**src/rtl/core/pileup_base_counter_top_defines.svh**
```systemverilog
// assertion macros for the pileup base counter
// used by the rtl/core modules that carry concurrent checks
`ifndef PILEUP_BASE_COUNTER_TOP_DEFINES_SVH
`define PILEUP_BASE_COUNTER_TOP_DEFINES_SVH

// same-cycle implication
`define PBC_CHECK_IMPLY(label, clk, rst, pre, post) \
   label: assert property (@(posedge clk) disable iff (rst) (pre) |-> (post)) \
      else $error("pbc check failed");

// next-cycle implication
`define PBC_CHECK_NEXT(label, clk, rst, pre, post) \
   label: assert property (@(posedge clk) disable iff (rst) (pre) |=> (post)) \
      else $error("pbc check failed");

`endif

```
**src/rtl/core/pbc_pkg.sv**
```systemverilog
// shared types, constants and helpers for the pileup base counter
// no dependencies
package pbc_pkg;

   localparam int COUNT_BITS = 16;
   localparam int NUM_CAT    = 14;
   localparam int CAT_W      = 4;
   localparam int WIDE_BITS  = (COUNT_BITS > 16) ? COUNT_BITS : 16;

   localparam logic [CAT_W-1:0] CAT_REF     = 4'd0;
   localparam logic [CAT_W-1:0] CAT_REV_OFS = 4'd5;
   localparam logic [CAT_W-1:0] CAT_STAR    = 4'd11;
   localparam logic [CAT_W-1:0] CAT_HASH    = 4'd12;
   localparam logic [CAT_W-1:0] CAT_INS     = 4'd13;
   localparam logic [CAT_W-1:0] CAT_LAST    = 4'd13;

   typedef logic [COUNT_BITS-1:0] count_type;

   localparam count_type COUNT_MAX = {COUNT_BITS{1'b1}};

   typedef struct packed {
      logic [7:0] symbol;
      logic [7:0] ref_letter;
      logic       last;
   } req_type;

   typedef struct packed {
      logic [3:0]  category;
      logic [15:0] count;
      logic        status;
      logic        end_of_line;
   } rsp_type;

   // one counter update, launched at the byte transfer
   typedef struct packed {
      logic             valid;
      logic [CAT_W-1:0] cat;
      logic             inc;
      logic             last;
      logic             emit;
   } upd_type;

   // per-line values captured at the last byte
   typedef struct packed {
      count_type  fwd;
      count_type  rev;
      logic       err;
      logic [2:0] slot;
   } line_type;

   function automatic count_type sat_inc(count_type v);
      return (v == COUNT_MAX) ? v : count_type'(v + 1'b1);
   endfunction

   function automatic logic [15:0] clip16(count_type v);
      logic [WIDE_BITS-1:0] w;
      w = WIDE_BITS'(v);
      return (w > WIDE_BITS'(16'hFFFF)) ? 16'hFFFF : w[15:0];
   endfunction

endpackage

```
**src/rtl/core/pbc_parser.sv**
```systemverilog
// byte parser: phase tracking, match counts, error and filter state
// depends on pbc_pkg
module pbc_parser (
   input  logic              clock,
   input  logic              reset,
   input  logic              req_valid,
   input  logic              req_ready,
   input  pbc_pkg::req_type  req_data,
   input  logic              csr_we,
   input  logic              csr_wdata,
   output pbc_pkg::upd_type  upd,
   output logic              line_start,
   output pbc_pkg::line_type line_info
);
   import pbc_pkg::*;

   typedef enum logic [1:0] {
      PH_NORMAL  = 2'd0,
      PH_DIGITS  = 2'd1,
      PH_SKIP    = 2'd2,
      PH_SKIPONE = 2'd3
   } phase_type;

   phase_type   phase_ff, phase_in;
   logic [15:0] len_ff, len_in;
   count_type   fwd_ff, fwd_in;
   count_type   rev_ff, rev_in;
   logic        err_ff, err_in;
   logic        del_ff, del_in;
   logic        filter_ff, filter_in;
   line_type    line_ff, line_in;

   logic             accept;
   logic             run_normal;
   logic             inc;
   logic [CAT_W-1:0] cat;
   logic [7:0]       sym;
   logic             is_digit;
   logic [19:0]      acc;
   logic [15:0]      len_sat;
   logic             emit;
   logic [2:0]       slot;

   assign accept   = req_valid & req_ready;
   assign sym      = req_data.symbol;
   assign is_digit = (sym >= "0") && (sym <= "9");
   assign acc      = 20'({len_ff, 3'b000}) + 20'({len_ff, 1'b0}) + 20'(sym[3:0]);
   assign len_sat  = (acc > 20'd65535) ? 16'hFFFF : acc[15:0];

   always_comb begin
      unique case (req_data.ref_letter)
         "A", "a": slot = 3'd1;
         "C", "c": slot = 3'd2;
         "G", "g": slot = 3'd3;
         "T", "t": slot = 3'd4;
         "N", "n": slot = 3'd5;
         default:  slot = 3'd0;
      endcase
   end

   always_comb begin
      phase_in   = phase_ff;
      len_in     = len_ff;
      fwd_in     = fwd_ff;
      rev_in     = rev_ff;
      err_in     = err_ff;
      del_in     = del_ff;
      run_normal = 1'b0;
      inc        = 1'b0;
      cat        = CAT_REF;
      if (accept) begin
         case (phase_ff)
            PH_DIGITS: begin
               if (is_digit) begin
                  len_in = len_sat;
               end else if (len_ff == 16'd0) begin
                  phase_in   = PH_NORMAL;
                  run_normal = 1'b1;
               end else begin
                  len_in   = len_ff - 16'd1;
                  phase_in = (len_ff != 16'd1) ? PH_SKIP : PH_NORMAL;
               end
            end
            PH_SKIP: begin
               if (len_ff != 16'd0) begin
                  len_in = len_ff - 16'd1;
               end
               if (len_ff <= 16'd1) begin
                  phase_in = PH_NORMAL;
               end
            end
            PH_SKIPONE: phase_in = PH_NORMAL;
            default:    run_normal = 1'b1;
         endcase
         if (run_normal) begin
            unique case (sym)
               ".": fwd_in = sat_inc(fwd_ff);
               ",": rev_in = sat_inc(rev_ff);
               "A": begin inc = 1'b1; cat = 4'd1; end
               "C": begin inc = 1'b1; cat = 4'd2; end
               "G": begin inc = 1'b1; cat = 4'd3; end
               "T": begin inc = 1'b1; cat = 4'd4; end
               "N": begin inc = 1'b1; cat = 4'd5; end
               "a": begin inc = 1'b1; cat = 4'd6; end
               "c": begin inc = 1'b1; cat = 4'd7; end
               "g": begin inc = 1'b1; cat = 4'd8; end
               "t": begin inc = 1'b1; cat = 4'd9; end
               "n": begin inc = 1'b1; cat = 4'd10; end
               "*": begin inc = 1'b1; cat = CAT_STAR; del_in = 1'b1; end
               "#": begin inc = 1'b1; cat = CAT_HASH; del_in = 1'b1; end
               "+": begin
                  inc      = 1'b1;
                  cat      = CAT_INS;
                  phase_in = PH_DIGITS;
                  len_in   = 16'd0;
               end
               "-": begin
                  phase_in = PH_DIGITS;
                  len_in   = 16'd0;
               end
               "^": phase_in = PH_SKIPONE;
               "<", ">", "$": ;
               default: err_in = 1'b1;
            endcase
         end
      end
      emit    = ~filter_ff | del_in;
      line_in = '{fwd: fwd_in, rev: rev_in, err: err_in, slot: slot};
      // line end clears all parse state
      if (accept && req_data.last) begin
         phase_in = PH_NORMAL;
         len_in   = 16'd0;
         fwd_in   = '0;
         rev_in   = '0;
         err_in   = 1'b0;
         del_in   = 1'b0;
      end
   end

   assign filter_in = csr_we ? csr_wdata : filter_ff;

   always_ff @(posedge clock) begin
      if (reset) begin
         phase_ff  <= PH_NORMAL;
         len_ff    <= '0;
         fwd_ff    <= '0;
         rev_ff    <= '0;
         err_ff    <= 1'b0;
         del_ff    <= 1'b0;
         filter_ff <= 1'b1;
      end else begin
         phase_ff  <= phase_in;
         len_ff    <= len_in;
         fwd_ff    <= fwd_in;
         rev_ff    <= rev_in;
         err_ff    <= err_in;
         del_ff    <= del_in;
         filter_ff <= filter_in;
      end
      if (accept && req_data.last) begin
         line_ff <= line_in;
      end
   end

   assign upd = '{valid: accept, cat: cat, inc: inc, last: req_data.last, emit: emit};
   assign line_start = accept & req_data.last & emit;
   assign line_info  = line_ff;

endmodule

```
**src/rtl/core/pbc_count_ram.sv**
```systemverilog
// category counter memory: synchronous read, read-modify-write with forwarding
// per-entry valid bits give zero for entries not written in the current line
// depends on pbc_pkg
module pbc_count_ram (
   input  logic                      clock,
   input  logic                      reset,
   input  pbc_pkg::upd_type          upd,
   input  logic [pbc_pkg::CAT_W-1:0] drain_addr,
   input  logic                      drain_clear,
   output pbc_pkg::count_type        rd_count
);
   import pbc_pkg::*;

   count_type          mem_ff [NUM_CAT];
   logic [NUM_CAT-1:0] vld_ff;

   count_type        rd_data_ff;
   logic             rd_ok_ff;
   upd_type          s1_ff;
   logic             lw_valid_ff;
   logic [CAT_W-1:0] lw_cat_ff;
   count_type        lw_data_ff;
   logic             clr_d_ff;

   logic [CAT_W-1:0] rd_addr;
   count_type        base;
   count_type        wr_data;
   logic             wr_en;
   logic             drop_line;
   logic             clr_all;

   assign rd_addr   = upd.valid ? upd.cat : drain_addr;
   assign rd_count  = (rd_ok_ff && !clr_d_ff) ? rd_data_ff : '0;
   assign base      = (lw_valid_ff && (lw_cat_ff == s1_ff.cat)) ? lw_data_ff : rd_count;
   assign wr_data   = sat_inc(base);
   assign drop_line = s1_ff.valid & s1_ff.last & ~s1_ff.emit;
   assign wr_en     = s1_ff.valid & s1_ff.inc & ~drop_line;
   assign clr_all   = drop_line | drain_clear;

   always_ff @(posedge clock) begin
      rd_data_ff <= mem_ff[rd_addr];
      if (wr_en) begin
         mem_ff[s1_ff.cat] <= wr_data;
      end
   end

   always_ff @(posedge clock) begin
      if (reset) begin
         vld_ff      <= '0;
         rd_ok_ff    <= 1'b0;
         s1_ff       <= '0;
         lw_valid_ff <= 1'b0;
         clr_d_ff    <= 1'b0;
      end else begin
         rd_ok_ff    <= vld_ff[rd_addr];
         s1_ff       <= upd;
         lw_valid_ff <= wr_en;
         clr_d_ff    <= clr_all;
         if (clr_all) begin
            vld_ff <= '0;
         end else if (wr_en) begin
            vld_ff[s1_ff.cat] <= 1'b1;
         end
      end
      lw_cat_ff  <= s1_ff.cat;
      lw_data_ff <= wr_data;
   end

endmodule

```
**src/rtl/core/pbc_drain.sv**
```systemverilog
// line drain: reads the fourteen counts, applies reference substitution,
// holds the result register; depends on pbc_pkg and the defines header
`include "pileup_base_counter_top_defines.svh"

module pbc_drain (
   input  logic                      clock,
   input  logic                      reset,
   input  logic                      line_start,
   input  pbc_pkg::line_type         line_info,
   input  pbc_pkg::count_type        rd_count,
   output logic [pbc_pkg::CAT_W-1:0] drain_addr,
   output logic                      drain_clear,
   output logic                      req_ready,
   output logic                      rsp_valid,
   input  logic                      rsp_ready,
   output pbc_pkg::rsp_type          rsp_data
);
   import pbc_pkg::*;

   typedef enum logic [1:0] {
      ST_PARSE  = 2'd0,
      ST_SETTLE = 2'd1,
      ST_DRAIN  = 2'd2,
      ST_TAIL   = 2'd3
   } state_type;

   state_type        state_ff, state_in;
   logic [CAT_W-1:0] idx_ff, idx_in;
   logic             fly_ff, fly_in;
   logic [CAT_W-1:0] fly_cat_ff, fly_cat_in;
   logic             out_valid_ff, out_valid_in;
   rsp_type          out_ff, out_in;

   logic                issue;
   logic [COUNT_BITS:0] sum;
   count_type           ref_count;
   count_type           value;
   logic [CAT_W-1:0]    slot_fwd;
   logic [CAT_W-1:0]    slot_rev;

   assign issue     = (state_ff == ST_DRAIN) && !fly_ff && (!out_valid_ff || rsp_ready);
   assign sum       = {1'b0, line_info.fwd} + {1'b0, line_info.rev};
   assign ref_count = sum[COUNT_BITS] ? COUNT_MAX : sum[COUNT_BITS-1:0];
   assign slot_fwd  = CAT_W'(line_info.slot);
   assign slot_rev  = CAT_W'(line_info.slot) + CAT_REV_OFS;

   always_comb begin
      if (fly_cat_ff == CAT_REF) begin
         value = ref_count;
      end else if (line_info.slot != 3'd0 && fly_cat_ff == slot_fwd) begin
         value = line_info.fwd;
      end else if (line_info.slot != 3'd0 && fly_cat_ff == slot_rev) begin
         value = line_info.rev;
      end else begin
         value = rd_count;
      end
   end

   always_comb begin
      state_in     = state_ff;
      idx_in       = idx_ff;
      fly_in       = 1'b0;
      fly_cat_in   = fly_cat_ff;
      out_valid_in = out_valid_ff & ~rsp_ready;
      out_in       = out_ff;
      if (fly_ff) begin
         out_valid_in = 1'b1;
         out_in = '{category: fly_cat_ff, count: clip16(value), status: line_info.err,
                    end_of_line: (fly_cat_ff == CAT_LAST)};
      end
      unique case (state_ff)
         ST_PARSE: begin
            if (line_start) begin
               state_in = ST_SETTLE;
            end
         end
         ST_SETTLE: begin
            state_in = ST_DRAIN;
            idx_in   = CAT_REF;
         end
         ST_DRAIN: begin
            if (issue) begin
               fly_in     = 1'b1;
               fly_cat_in = idx_ff;
               idx_in     = idx_ff + 1'b1;
               if (idx_ff == CAT_LAST) begin
                  state_in = ST_TAIL;
               end
            end
         end
         ST_TAIL: begin
            if (fly_ff) begin
               state_in = ST_PARSE;
            end
         end
      endcase
   end

   always_ff @(posedge clock) begin
      if (reset) begin
         state_ff     <= ST_PARSE;
         idx_ff       <= '0;
         fly_ff       <= 1'b0;
         out_valid_ff <= 1'b0;
      end else begin
         state_ff     <= state_in;
         idx_ff       <= idx_in;
         fly_ff       <= fly_in;
         out_valid_ff <= out_valid_in;
      end
      fly_cat_ff <= fly_cat_in;
      out_ff     <= out_in;
   end

   assign drain_addr  = idx_ff;
   assign drain_clear = fly_ff & (state_ff == ST_TAIL);
   assign req_ready   = (state_ff == ST_PARSE);
   assign rsp_valid   = out_valid_ff;
   assign rsp_data    = out_ff;

   `PBC_CHECK_IMPLY(a_land_slot_free, clock, reset, fly_ff, !out_valid_ff)
   `PBC_CHECK_IMPLY(a_no_read_in_parse, clock, reset, state_ff == ST_PARSE, !fly_ff)
   `PBC_CHECK_NEXT(a_tail_ends_line, clock, reset, (state_ff == ST_TAIL) && fly_ff, out_valid_ff && out_ff.end_of_line && req_ready)

endmodule

```
**src/rtl/core/pileup_base_counter_top.sv**
```systemverilog
// pileup base counter top level: parser, counter memory and drain
// depends on pbc_pkg, pbc_parser, pbc_count_ram, pbc_drain
//
//   channel   ports                        direction   unit
//   req       req_valid/req_ready/req_data  in          one bases-column byte
//   rsp       rsp_valid/rsp_ready/rsp_data  out         one category count
//   csr       csr_we/csr_wdata              in          deletion filter bit
//
// bytes of a line are taken one per cycle while req_ready is high; counters live
// in a 14-entry memory updated read-modify-write with forwarding of the last write
// after an emitted last byte the input pauses for the drain, and longer on rsp stalls:
// each count needs a read of the single memory port and a slot in the result register
// a line dropped by the filter costs no pause; counts are zero again at once
// reset is synchronous and clears control state and the per-entry valid bits
module pileup_base_counter_top (
   input  logic             clock,
   input  logic             reset,
   input  logic             req_valid,
   output logic             req_ready,
   input  pbc_pkg::req_type req_data,
   output logic             rsp_valid,
   input  logic             rsp_ready,
   output pbc_pkg::rsp_type rsp_data,
   input  logic             csr_we,
   input  logic             csr_wdata
);
   import pbc_pkg::*;

   upd_type          upd;
   logic             line_start;
   line_type         line_info;
   count_type        rd_count;
   logic [CAT_W-1:0] drain_addr;
   logic             drain_clear;

   pbc_parser u_parser (
      .clock      (clock),
      .reset      (reset),
      .req_valid  (req_valid),
      .req_ready  (req_ready),
      .req_data   (req_data),
      .csr_we     (csr_we),
      .csr_wdata  (csr_wdata),
      .upd        (upd),
      .line_start (line_start),
      .line_info  (line_info)
   );

   pbc_count_ram u_count_ram (
      .clock       (clock),
      .reset       (reset),
      .upd         (upd),
      .drain_addr  (drain_addr),
      .drain_clear (drain_clear),
      .rd_count    (rd_count)
   );

   pbc_drain u_drain (
      .clock       (clock),
      .reset       (reset),
      .line_start  (line_start),
      .line_info   (line_info),
      .rd_count    (rd_count),
      .drain_addr  (drain_addr),
      .drain_clear (drain_clear),
      .req_ready   (req_ready),
      .rsp_valid   (rsp_valid),
      .rsp_ready   (rsp_ready),
      .rsp_data    (rsp_data)
   );

endmodule
```
**config.mk**
```make
export PLATFORM = sky130hd
export DESIGN_NAME = pileup_base_counter_top
export DESIGN_NICKNAME = d
export VERILOG_FILES = /design/src/rtl/core/pbc_pkg.sv /design/src/rtl/core/pbc_parser.sv /design/src/rtl/core/pbc_count_ram.sv /design/src/rtl/core/pbc_drain.sv /design/src/rtl/core/pileup_base_counter_top.sv
export VERILOG_INCLUDE_DIRS = /design/src /design/src/rtl/core
export SDC_FILE = /design/constraint.sdc
export NUM_CORES = 1
export LEC_CHECK = 0
export ABC_CLOCK_PERIOD_IN_PS = 5150
export BUFFER_PORTS_ARGS = -buffer_cell sky130_fd_sc_hd__clkbuf_2
export CORE_MARGIN = 2
export CORE_UTILIZATION = 55
export CTS_CLUSTER_DIAMETER = 60
export DETAILED_ROUTE_END_ITERATION = 8
export PLACE_DENSITY = 0.77
export SLEW_MARGIN = 20
export SYNTH_ARGS = -nofsm -noshare
export SYNTH_HDL_FRONTEND = slang
export SYNTH_SLANG_ARGS = --single-unit
```
**constraint.sdc**
```tcl
create_clock -name clock -period 5.15 [get_ports clock]
set_input_delay 0.2575 -clock clock [delete_from_list [all_inputs] [get_ports clock]]
set_output_delay 0.2575 -clock clock [all_outputs]
set_load 0.005 [all_outputs]
```
# Yosys cells after proc, flatten, opt, wreduce, memory -nomap -nowiden

Memories as Yosys holds them, arrays and structs flattened. A register that Yosys moved wholly into a read port is not among the register bits.
Cells that the tools add are included.
W data, S select, Z words.

Add/subtract/negate cells: 9
Order comparisons: 8
Equality and inequality tests: 49
Mux-type cells: 60
Bitwise logic cells: 19
Reduce and logical (&&, ||, !) cells: 36

Operator list:

| cell                    | count |
|---|---|
| $mux W16                | 21 |
| $eq A8 B7 Y1 const B    | 21 |
| $eq A8 B6 Y1 const B    | 9 |
| $pmux W4 S13            | 1 |
| $add A16 B1 Y16 const B | 3 |
| $eq A16 B16 Y1 const B  | 3 |
| $pmux W16 S2            | 1 |
| $reduce_or A2 Y1        | 11 |
| $add A19 B17 Y20        | 1 |
| $add A20 B4 Y20         | 1 |
| $gt A20 B16 Y1 const B  | 1 |
| $reduce_or A20 Y1       | 1 |
| $mux W2                 | 9 |
| $add A16 B16 Y17        | 1 |
| $gt A16 B16 Y1 const B  | 1 |
| $le A16 B1 Y1 const B   | 1 |
| $logic_not A16 Y1       | 1 |
| $mux W1                 | 16 |
| $mux W4                 | 4 |
| $ne A16 B1 Y1 const B   | 1 |
| $reduce_bool A16 Y1     | 1 |
| $sub A16 B1 Y16 const B | 1 |
| $pmux W3 S5             | 1 |
| $or A14 B14 Y14         | 1 |
| other kinds (34)        | 69 |

Bits in registers: 168
RAM bits: 224
Input bits: 23
Output and inout bits: 24
Memories kept: 1

Memories:

| name               | words | bits a word | rd ports | clocked after Yosys merged registers in | wr ports | RTL line            | text |
|---|---|---|---|---|---|---|---|
| u_count_ram.mem_ff | 14    | 16          | 1        | 1                                       | 1        | pbc_count_ram.sv:14 | `count_type mem_ff [NUM_CAT];` |

# Depth between registers and ports, before layout

Gate-level depths: netlist (run 1).

Depth after elaboration: 11
Depth in mapped cells: 14
Mapped depth without buffers: 12

# Cells and area by module

From an unflattened synthesis (run 1), not the netlist that was laid out.

Cells, all modules: 1,522
Area total of the unflattened synthesis: 19,730.2 um^2

Modules (own cells, without submodules):

| module        | instances | cells an instance | area an instance (um^2) | seq. area each (um^2) |
|---|---|---|---|---|
| pbc_count_ram | 1         | 605               | 11,185.7                | 7,947.6 |
| pbc_parser    | 1         | 655               | 5,904.4                 | 2,142.1 |
| pbc_drain     | 1         | 262               | 2,640.0                 | 940.9 |

# Least setup slack after synthesis (run 1)

OpenSTA, ideal clock, no wires.

Path kind: register to register
From: reg u_count_ram.s1_ff[4] (netlist name)
To: mem u_count_ram.mem_ff[0][6] (netlist name) (data pin)
Library setup time: 343 ps
Data arrival time: 3,306 ps
Setup slack: 1,501 ps
Cell stages (with the launch flop): 13
Path buffers: 2
Period minus slack after synthesis: 3,649 ps
Cell sequence: dfxtp_1 > clkbuf_1 > xor2_1 > nor3_1 > nand2_1 > mux2_2 > ha_1 > o21ai_0 > and3b_1 > clkbuf_1 > nor2_1 > a211oi_1 > a311oi_1

Cells in the longest elaborated chain, start to end: 5
Elaborated cells on any way between the ends: 6
Those cells by class: add/sub: 1; eq/ne: 2; mux: 2; reduce/logical: 1

RTL lines:

| element                                           | RTL line            | text |
|---|---|---|
| start: declaration                                | pbc_count_ram.sv:19 | `upd_type s1_ff;` |
| start signal: assignment                          | pbc_count_ram.sv:56 | `s1_ff <= upd;` |
| $eq A4 B4 Y1 *                                    | pbc_count_ram.sv:34 | `assign base = (lw_valid_ff && (lw_cat_ff == s1_ff.cat)) ? lw_data_ff : rd_count;` |
| $logic_and A1 B1 Y1 *                             | pbc_count_ram.sv:34 |  |
| $mux W16 *                                        | pbc_count_ram.sv:34 |  |
| $add A16 B1 Y16 or $eq A16 B16 Y1 (tied branches) | pbc_pkg.sv:52       | `return (v == COUNT_MAX) ? v : count_type'(v + 1'b1);` |
| $mux W16 *                                        | pbc_pkg.sv:52       |  |
| via u_count_ram.wr_data[6]                        | pbc_count_ram.sv:27 | `count_type wr_data;` |
| end: declaration                                  | pbc_count_ram.sv:14 |  |

The timed path passes the listed nets; every way through them passes the cells marked *.

# Worst setup path after layout (run 1)

From: reg u_count_ram.s1_ff[4] (netlist name)
To: mem u_count_ram.mem_ff[12][11] (netlist name) (data pin)

Same word-level chain as after synthesis.

==> impl_results.md, run 1 <==
- Root Driver: clkbuf_16
- Average wire per standard cell: a little under 20 um
- Clock Tree Buf Depth: 3
- Crit path launch: u_count_ram.s1_ff[4]
- Min cycle time layout: 4.479 ns
- Inserted Clock Buffers: between 40 and 50
- Vias in the first global route: 13740
- P&R area growth vs syn: 11.48%
- Initial antenna violation count: 0
- R2R depth: 11
- Worst reg2reg path endpoint: u_count_ram.mem_ff[12][11]
- Netlist cell types: 78
- Number of I/O port buffers: 45
- R2r setup slk: 0.67 ns
- Max cap viols: 0
- Worst IR Drop VDD: roughly 0.32 mV
- Syn nets: 1900
- Syn. warnings: 0
- Final Hold Vio Count: 0
- Fmax: roughly 0.22 GHz
- RSZ-0062 raised after global routing: false
- Max FO, Critical Path: 15
- RR Startpoint: u_count_ram.s1_ff[4]
- Synth area leaders: edfxtp_1 44%, dfxtp_1 13%, nand2_1 5.7%, ha_1 4.1%, o21ai_0 3.0%
- Setup TNS: 0 ns
- Syn Std Cell Area: 0.01937 mm^2
- Post-CTS Repair Setup Buffers: 0
- Layout cells sized above 1: 10.26%
- Worst Max-Slew Pin Slew: about 1.1 ns
- LEAKAGE: between 8 and 9 nW
- Post-synth EDFFs: 286
- Final wirelength: between 40 and 50 mm
- Final Slew Violations: 0
- Via density: about 6.1
- Status: finished, final reports clean
- Clk_skew: between 0.03 and 0.04 ns
- # DRC: 0
- H-Tree Depth: 2
- N_diodes: 0
- Final HPWL DP: approximately 28 mm
- Placer Congestion: between 0.8 and 0.9
- Die height: roughly 190 um
- Largest net degree at the start of global routing: 103
- Die Width: about 190 um
- Critical path capture point type: flop
- Layout Nets: 1939
- Cell count after synthesis: about 1800
- Core area: approximately 0.035 mm^2
- ANT nets after route: 0
- Average size of a mapped cell: about 11 um^2
- Critical Path RT: between 5 and 6 ns
- Hold Path Class: input pin to flop
- Synth area leader: edfxtp_1
- Max incr delay on CP: between 0.6 and 0.7 ns
- Fin crit share: between 80 and 90%
- Worst-path clk slew: ~0.060 ns
- Site Rows: ~70
- Number of clock sinks: 408
- Top_reg_cell synth: edfxtp_1
- Setup crit start kind: flop
- Slew headroom: ~28%
- Clock Latency Late Sink: 0.55 ns
- GR Util All Layers: between 20% and 30%
- Top cell type's share of synthesized area: between 40% and 50%
- First-pass GRT wire length: roughly 73 mm
- Synthesized flop and latch total: 408
- Count leader, synth: nand2_1
- Type of the worst setup path: flop to flop
- Iter 0 DRT Violations: 1601
- Top cells by count, synth: 292 x nand2_1, 286 x edfxtp_1, 122 x dfxtp_1
- Die ar.: between 0.03 and 0.04 mm^2
- Crit path arrival time: between 4 and 5 ns
- Slowest CP cell: mux2i_2
- Router iterations before antenna repair: 8
- Routed via count: 14280
- Worst-path cell chain: xor2_1 -> nor3_1 -> nand2_1 -> mux2_2 -> ha_1 -> o21ai_0 -> and3b_1 -> nor3_1 -> nand3_1 -> xor2_1 -> mux2i_2
- Synth async-reset ratio: 0%
- Critical path endpoint: u_count_ram.mem_ff[12][11]
- Power Dens Cells: approximately 350 mW/mm^2
- Sequential area share after synthesis: a little under three fifths
- Setup violators final: 0
- Grt ovf: 0
- Ports: 47
- Effective utilization at floorplan: a little under three fifths
- CTS tree: yes
- Tot Pwr: 7.493 mW
## state kept, by name, summed over array words and instances (netlist names), 2 cells and up
name                    flops
u_count_ram.rd_data_ff     16
u_parser.len_ff            16
u_count_ram.lw_data_ff     16
u_count_ram.mem_ff        224
u_drain.fly_cat_ff          4
u_count_ram.vld_ff         14
u_drain.state_ff            2
u_drain.drain_addr          4
u_count_ram.s1_ff           8
u_parser.rev_ff            16
u_parser.fwd_ff            16
u_parser.line_info         36
u_drain.rsp_data           22
u_parser.phase_ff           2
u_count_ram.lw_cat_ff       4
## worst min-delay path by stage
stage                         start                       end  slack, ns  cells past startpoint
6_report                req_data[5]     u_parser.line_info[1]       0.06                      2
5_1_grt                 req_data[5]     u_parser.line_info[1]       0.07                      2
4_1_cts                 req_data[5]     u_parser.line_info[1]       0.05                      2
3_5_place_dp   u_count_ram.s1_ff[6]  u_count_ram.lw_cat_ff[3]       0.41                      0
3_3_place_gp   u_count_ram.s1_ff[6]  u_count_ram.lw_cat_ff[3]       0.41                      0
2_1_floorplan  u_count_ram.s1_ff[3]  u_count_ram.lw_cat_ff[0]       0.33                      0
## repair_timing
action,in CTS,in global routing
resized for setup,0,0
endpoints found under the hold margin,2,0
hold buffers,3,0
## area by class of cell
| type | count | area [um^2] |
|---|---|---|
| fillers | 2616 | 13030 |
| flip-flops and latches | 408 | 11030 |
| multi-input cells | 1283 | 7974 |
| inverters | 32 | 120.1 |
| clock buffers | 57 | 1159 |
| repair buffers | 84 | 550.5 |
| well taps | 455 | 569.3 |
| clock inverters | 17 | 196.4 |
## layer usage
| metal | track usage, % | up-vias | wire length, um |
|---|---|---|---|
| li1 | - | 6702 | - |
| met1 | 34.17 | 6889 | 19620 |
| met2 | 41.99 | 568 | 21850 |
| met3 | 3.216 | 125 | 2986 |
| met4 | 9.438 | 0 | 1695 |
| met5 | 0 | - | 0 |
## critical path, delay by kind of cell (launching register included)
kind | cells | cell delay (ns)
AOI/OAI and AO/OA | 1 | 0.21
and+or+nand+nor | 5 | 1.87
muxes | 2 | 1.02
DFF | 1 | 0.54
adders and majority gates | 1 | 0.22
xor gates and xnor gates | 2 | 0.31
## stage by stage
| step | instances | cell area, um^2 | util [%] | hold WS (ns) | worst slack [ns] |
|---|---|---|---|---|---|
| detailed placement | 2259 | 20190 | 58.31 | 0.4114 | 0.6847 |
| CTS | 2336 | 21580 | 62.31 | 0.04601 | 0.6251 |
| floorplan | 1811 | 19370 | - | 0.3258 | 1.501 |
| finish | 2336 | 21600 | 62.38 | 0.05928 | 0.6710 |
| global placement | 2259 | 20190 | 58.31 | 0.4084 | 0.8954 |
| global route | 2336 | 21600 | 62.38 | 0.06918 | 0.3252 |
## placed cells by master, fill, tap and decap left out, types with 45 or more instances in the layout
cell type / instances
clkbuf_2: 45
o21ai_0: 115
nand2_1: 292
nand3_1: 68
nor2_1: 109
xnor2_1: 49
edfxtp_1: 286
a21oi_1: 78
ha_1: 63
dfxtp_1: 122
and2_1: 65
## cells by family after synthesis
group / synth area share (%)
compound gates: 12.89
xor+xnor: 3.842
fa+ha+maj: 4.378
buf+inv: 2.428
flops: 56.93
mux: 2.325
simple gates: 17.20
## power breakdown
group          switching [mW]  total, mW  internal (mW)
sequential             0.0841       3.68           3.60
clock                    1.23       3.01           1.78
combinational           0.504      0.800          0.296
total                    1.82       7.49           5.67
Note: power is estimated with default switching activity, not from simulation.
==> run 2, diff against run 1 <==
--- a/config.mk
+++ b/config.mk
@@ -7,12 +7,14 @@
 export NUM_CORES = 1
 export LEC_CHECK = 0
 export ABC_CLOCK_PERIOD_IN_PS = 5150
-export BUFFER_PORTS_ARGS = -buffer_cell sky130_fd_sc_hd__clkbuf_2
+export CELL_PAD_IN_SITES_DETAIL_PLACEMENT = 0
+export CELL_PAD_IN_SITES_GLOBAL_PLACEMENT = 1
 export CORE_MARGIN = 2
-export CORE_UTILIZATION = 55
+export CORE_UTILIZATION = 51
 export CTS_CLUSTER_DIAMETER = 60
 export DETAILED_ROUTE_END_ITERATION = 8
-export PLACE_DENSITY = 0.77
+export DONT_BUFFER_PORTS = 1
+export PLACE_DENSITY = 0.85
 export SLEW_MARGIN = 20
 export SYNTH_ARGS = -nofsm -noshare
 export SYNTH_HDL_FRONTEND = slang
==> run 2 against run 1 <==
Critical path depth rose by 1. Worst setup slack improved by 0.44 ns. Maximum frequency rose by 11%. Die area rose by 7.7%. Non-clock buffer count fell by 30. Critical path type unchanged. Critical endpoint is now u_count_ram.mem_ff[3][11].
==> impl_results.md, run 2 (synthesized netlist as in run 1, its figures left out) <==
- Status: finished, final reports clean
- CTS tree: yes
- Post-CTS Repair Setup Buffers: 0
- Number of I/O port buffers: 0
- Fmax: roughly 0.25 GHz
- First-pass GRT wire length: around 73 mm
- Fin crit share: approximately 80%
- Final instance area: between 0.02 and 0.025 mm^2
- H-Tree Depth: 2
- CTS Hold Bufs: 10
- N_diodes: 0
- Final Hold Vio Count: 0
- Crit path arrival time: approximately 4.3 ns
- RR Startpoint: u_count_ram.s1_ff[4]
- Crit path launch: u_count_ram.s1_ff[4]
- Max FO, Critical Path: 15
- GRT Max-Usage Layer: met2
- Final wirelength: between 40 and 50 mm
- # DRC: 0
- Final setup margin: between 1 and 1.5 ns
- Top reg by flops: u_count_ram.mem_ff
- Effective utilization at floorplan: around half
- Largest net degree at the start of global routing: around 120
- Via density: 5.852
- Type of the worst setup path: flop to flop
- Hold Path Class: input pin to flop
- Filler instances: between 3000 and 4000
- Utilization after layout: a little under three fifths
- Inserted Clock Buffers: 44
- Internal power: approximately 5.6 mW
- Min cycle time layout: 4.041 ns
- Site Rows: 71
- ANT nets after route: 0
- Layout Nets: between 1500 and 2000
- Die Width: 198.9 um
- Die height: 198.9 um
- Ports: 47
- Number of clock sinks: 408
- Commonest cells after routing, fill and taps aside: 292 x nand2_1, 286 x edfxtp_1, 122 x dfxtp_1
- Clock power share: between 40% and 50%
- Vias in the first global route: 13290
- Max cap viols: 0
- Switching power: about 1.8 mW
- Worst hold margin: around 0.032 ns
- Final Slew Violations: 0
- Sequential share of power: roughly half
- Critical Path RT: about 5.4 ns
- M2 GR Usage: between 30% and 40%
- Final HPWL DP: 29.57 mm
- P&R area growth vs syn: 11.39%
- Root Driver: clkbuf_16
- Core area: roughly 0.038 mm^2
- LEAKAGE: 7.930 nW
- Cell Area, Placed: slightly above 0.02 mm^2
- Iter 0 DRT Violations: roughly 1200
- Average wire per standard cell: around 20 um
- Placer Congestion: ~0.90
- CTS resizes: 0
- Power Dens Cells: 343.8 mW/mm^2
- Initial antenna violation count: 0
- Clk_skew: between 0.02 and 0.025 ns
- Slew headroom: between 20% and 30%
- Critical path capture point type: flop
- Grt ovf: 0
- GR Util All Layers: a little under a quarter
- Hold_sp: req_data[3]
- Worst Max-Slew Pin Slew: roughly 1.0 ns
- GRT met3 Usage: between 4 and 5%
- Clock Latency Late Sink: ~0.56 ns
- Tot Pwr: around 7.4 mW
- Commonest non-fill, non-tap cell in the layout: nand2_1
- Fin cells: 2370
- Met1 global-route usage: approximately 33%
- Multi-input logic area: ~0.0080 mm^2
- Max reg flops: ~220
- RSZ-0062 raised after global routing: false
- Layout cells sized above 1: under 10%
- Setup TNS: 0 ns
- Router iterations before antenna repair: 5
- Setup violators final: 0
- Sw Share: 24.52%
- Dpl ws: between 0.9 and 1 ns
- Inst Count DP: 2278
- Setup crit start kind: flop
- Die ar.: between 0.03 and 0.04 mm^2
- Clock Tree Buf Depth: 3
- Worst IR Drop VDD: slightly below 0.3 mV
- Worst-path clk slew: around 0.060 ns
- FF+latch area: about 0.011 mm^2
- Combinational share of power: 10.3%
- Routed via count: about 14000
==> run 2: cell count changes in the layout (fill, tap and decap cells not counted), sizes merged <==
cell,previous run,this run
buf,36,44
bufinv,4,0
clkbuf,102,68
clkinv,12,11
clkinvlp,1,0
dlygate4sd3,3,10
inv,32,35
==> run 2: path summary, 6_finish.rpt <==
path,endpoint,slack (ns),depth (start not counted)
max,u_count_ram.mem_ff[3][11],1.11,12
min,u_parser.line_info[0],0.03,2
max reg2reg,u_count_ram.mem_ff[3][11],1.11,12
min reg2reg,u_count_ram.lw_cat_ff[3],0.42,0
==> run 2: critical path: stages, from the launching register on <==
cell and delay (ns):
dfxtp_1 0.58, xor2_1 0.21, nor3_1 0.08, buf_4 0.16
nand2_1 0.19, mux2_2 0.42, ha_1 0.22, o21ai_0 0.17
and3b_1 0.31, nor3_1 0.43, nand3_1 0.16, xor2_1 0.17
mux2i_2 0.61
==> run 2: area by class of cell <==
type	instances	share of cell area [%]
clock buffers	68	5.902
clock inverters	14	0.4290
inverters	32	0.5566
multi-input cells	1283	36.93
flip-flops and latches	408	51.11
well taps	511	2.962
repair buffers	54	2.110
==> run 2: power groups by stage <==
stage                     registers [mW]  logic (mW)  clock network (mW)
after floorplan                     3.72       0.581                   0
after global placement              3.75       0.733                   0
after detailed placement            3.75       0.752                   0
after CTS                           3.68       0.764                3.02
after global routing                3.70       0.858                3.16
final                               3.69       0.767                2.97
==> run 2: layer usage <==
layer	routed length [um]	vias to the layer above
li1	-	6662
met1	20460	6716
met2	21640	413
met3	3126	78
met4	1101	0
met5	0	-
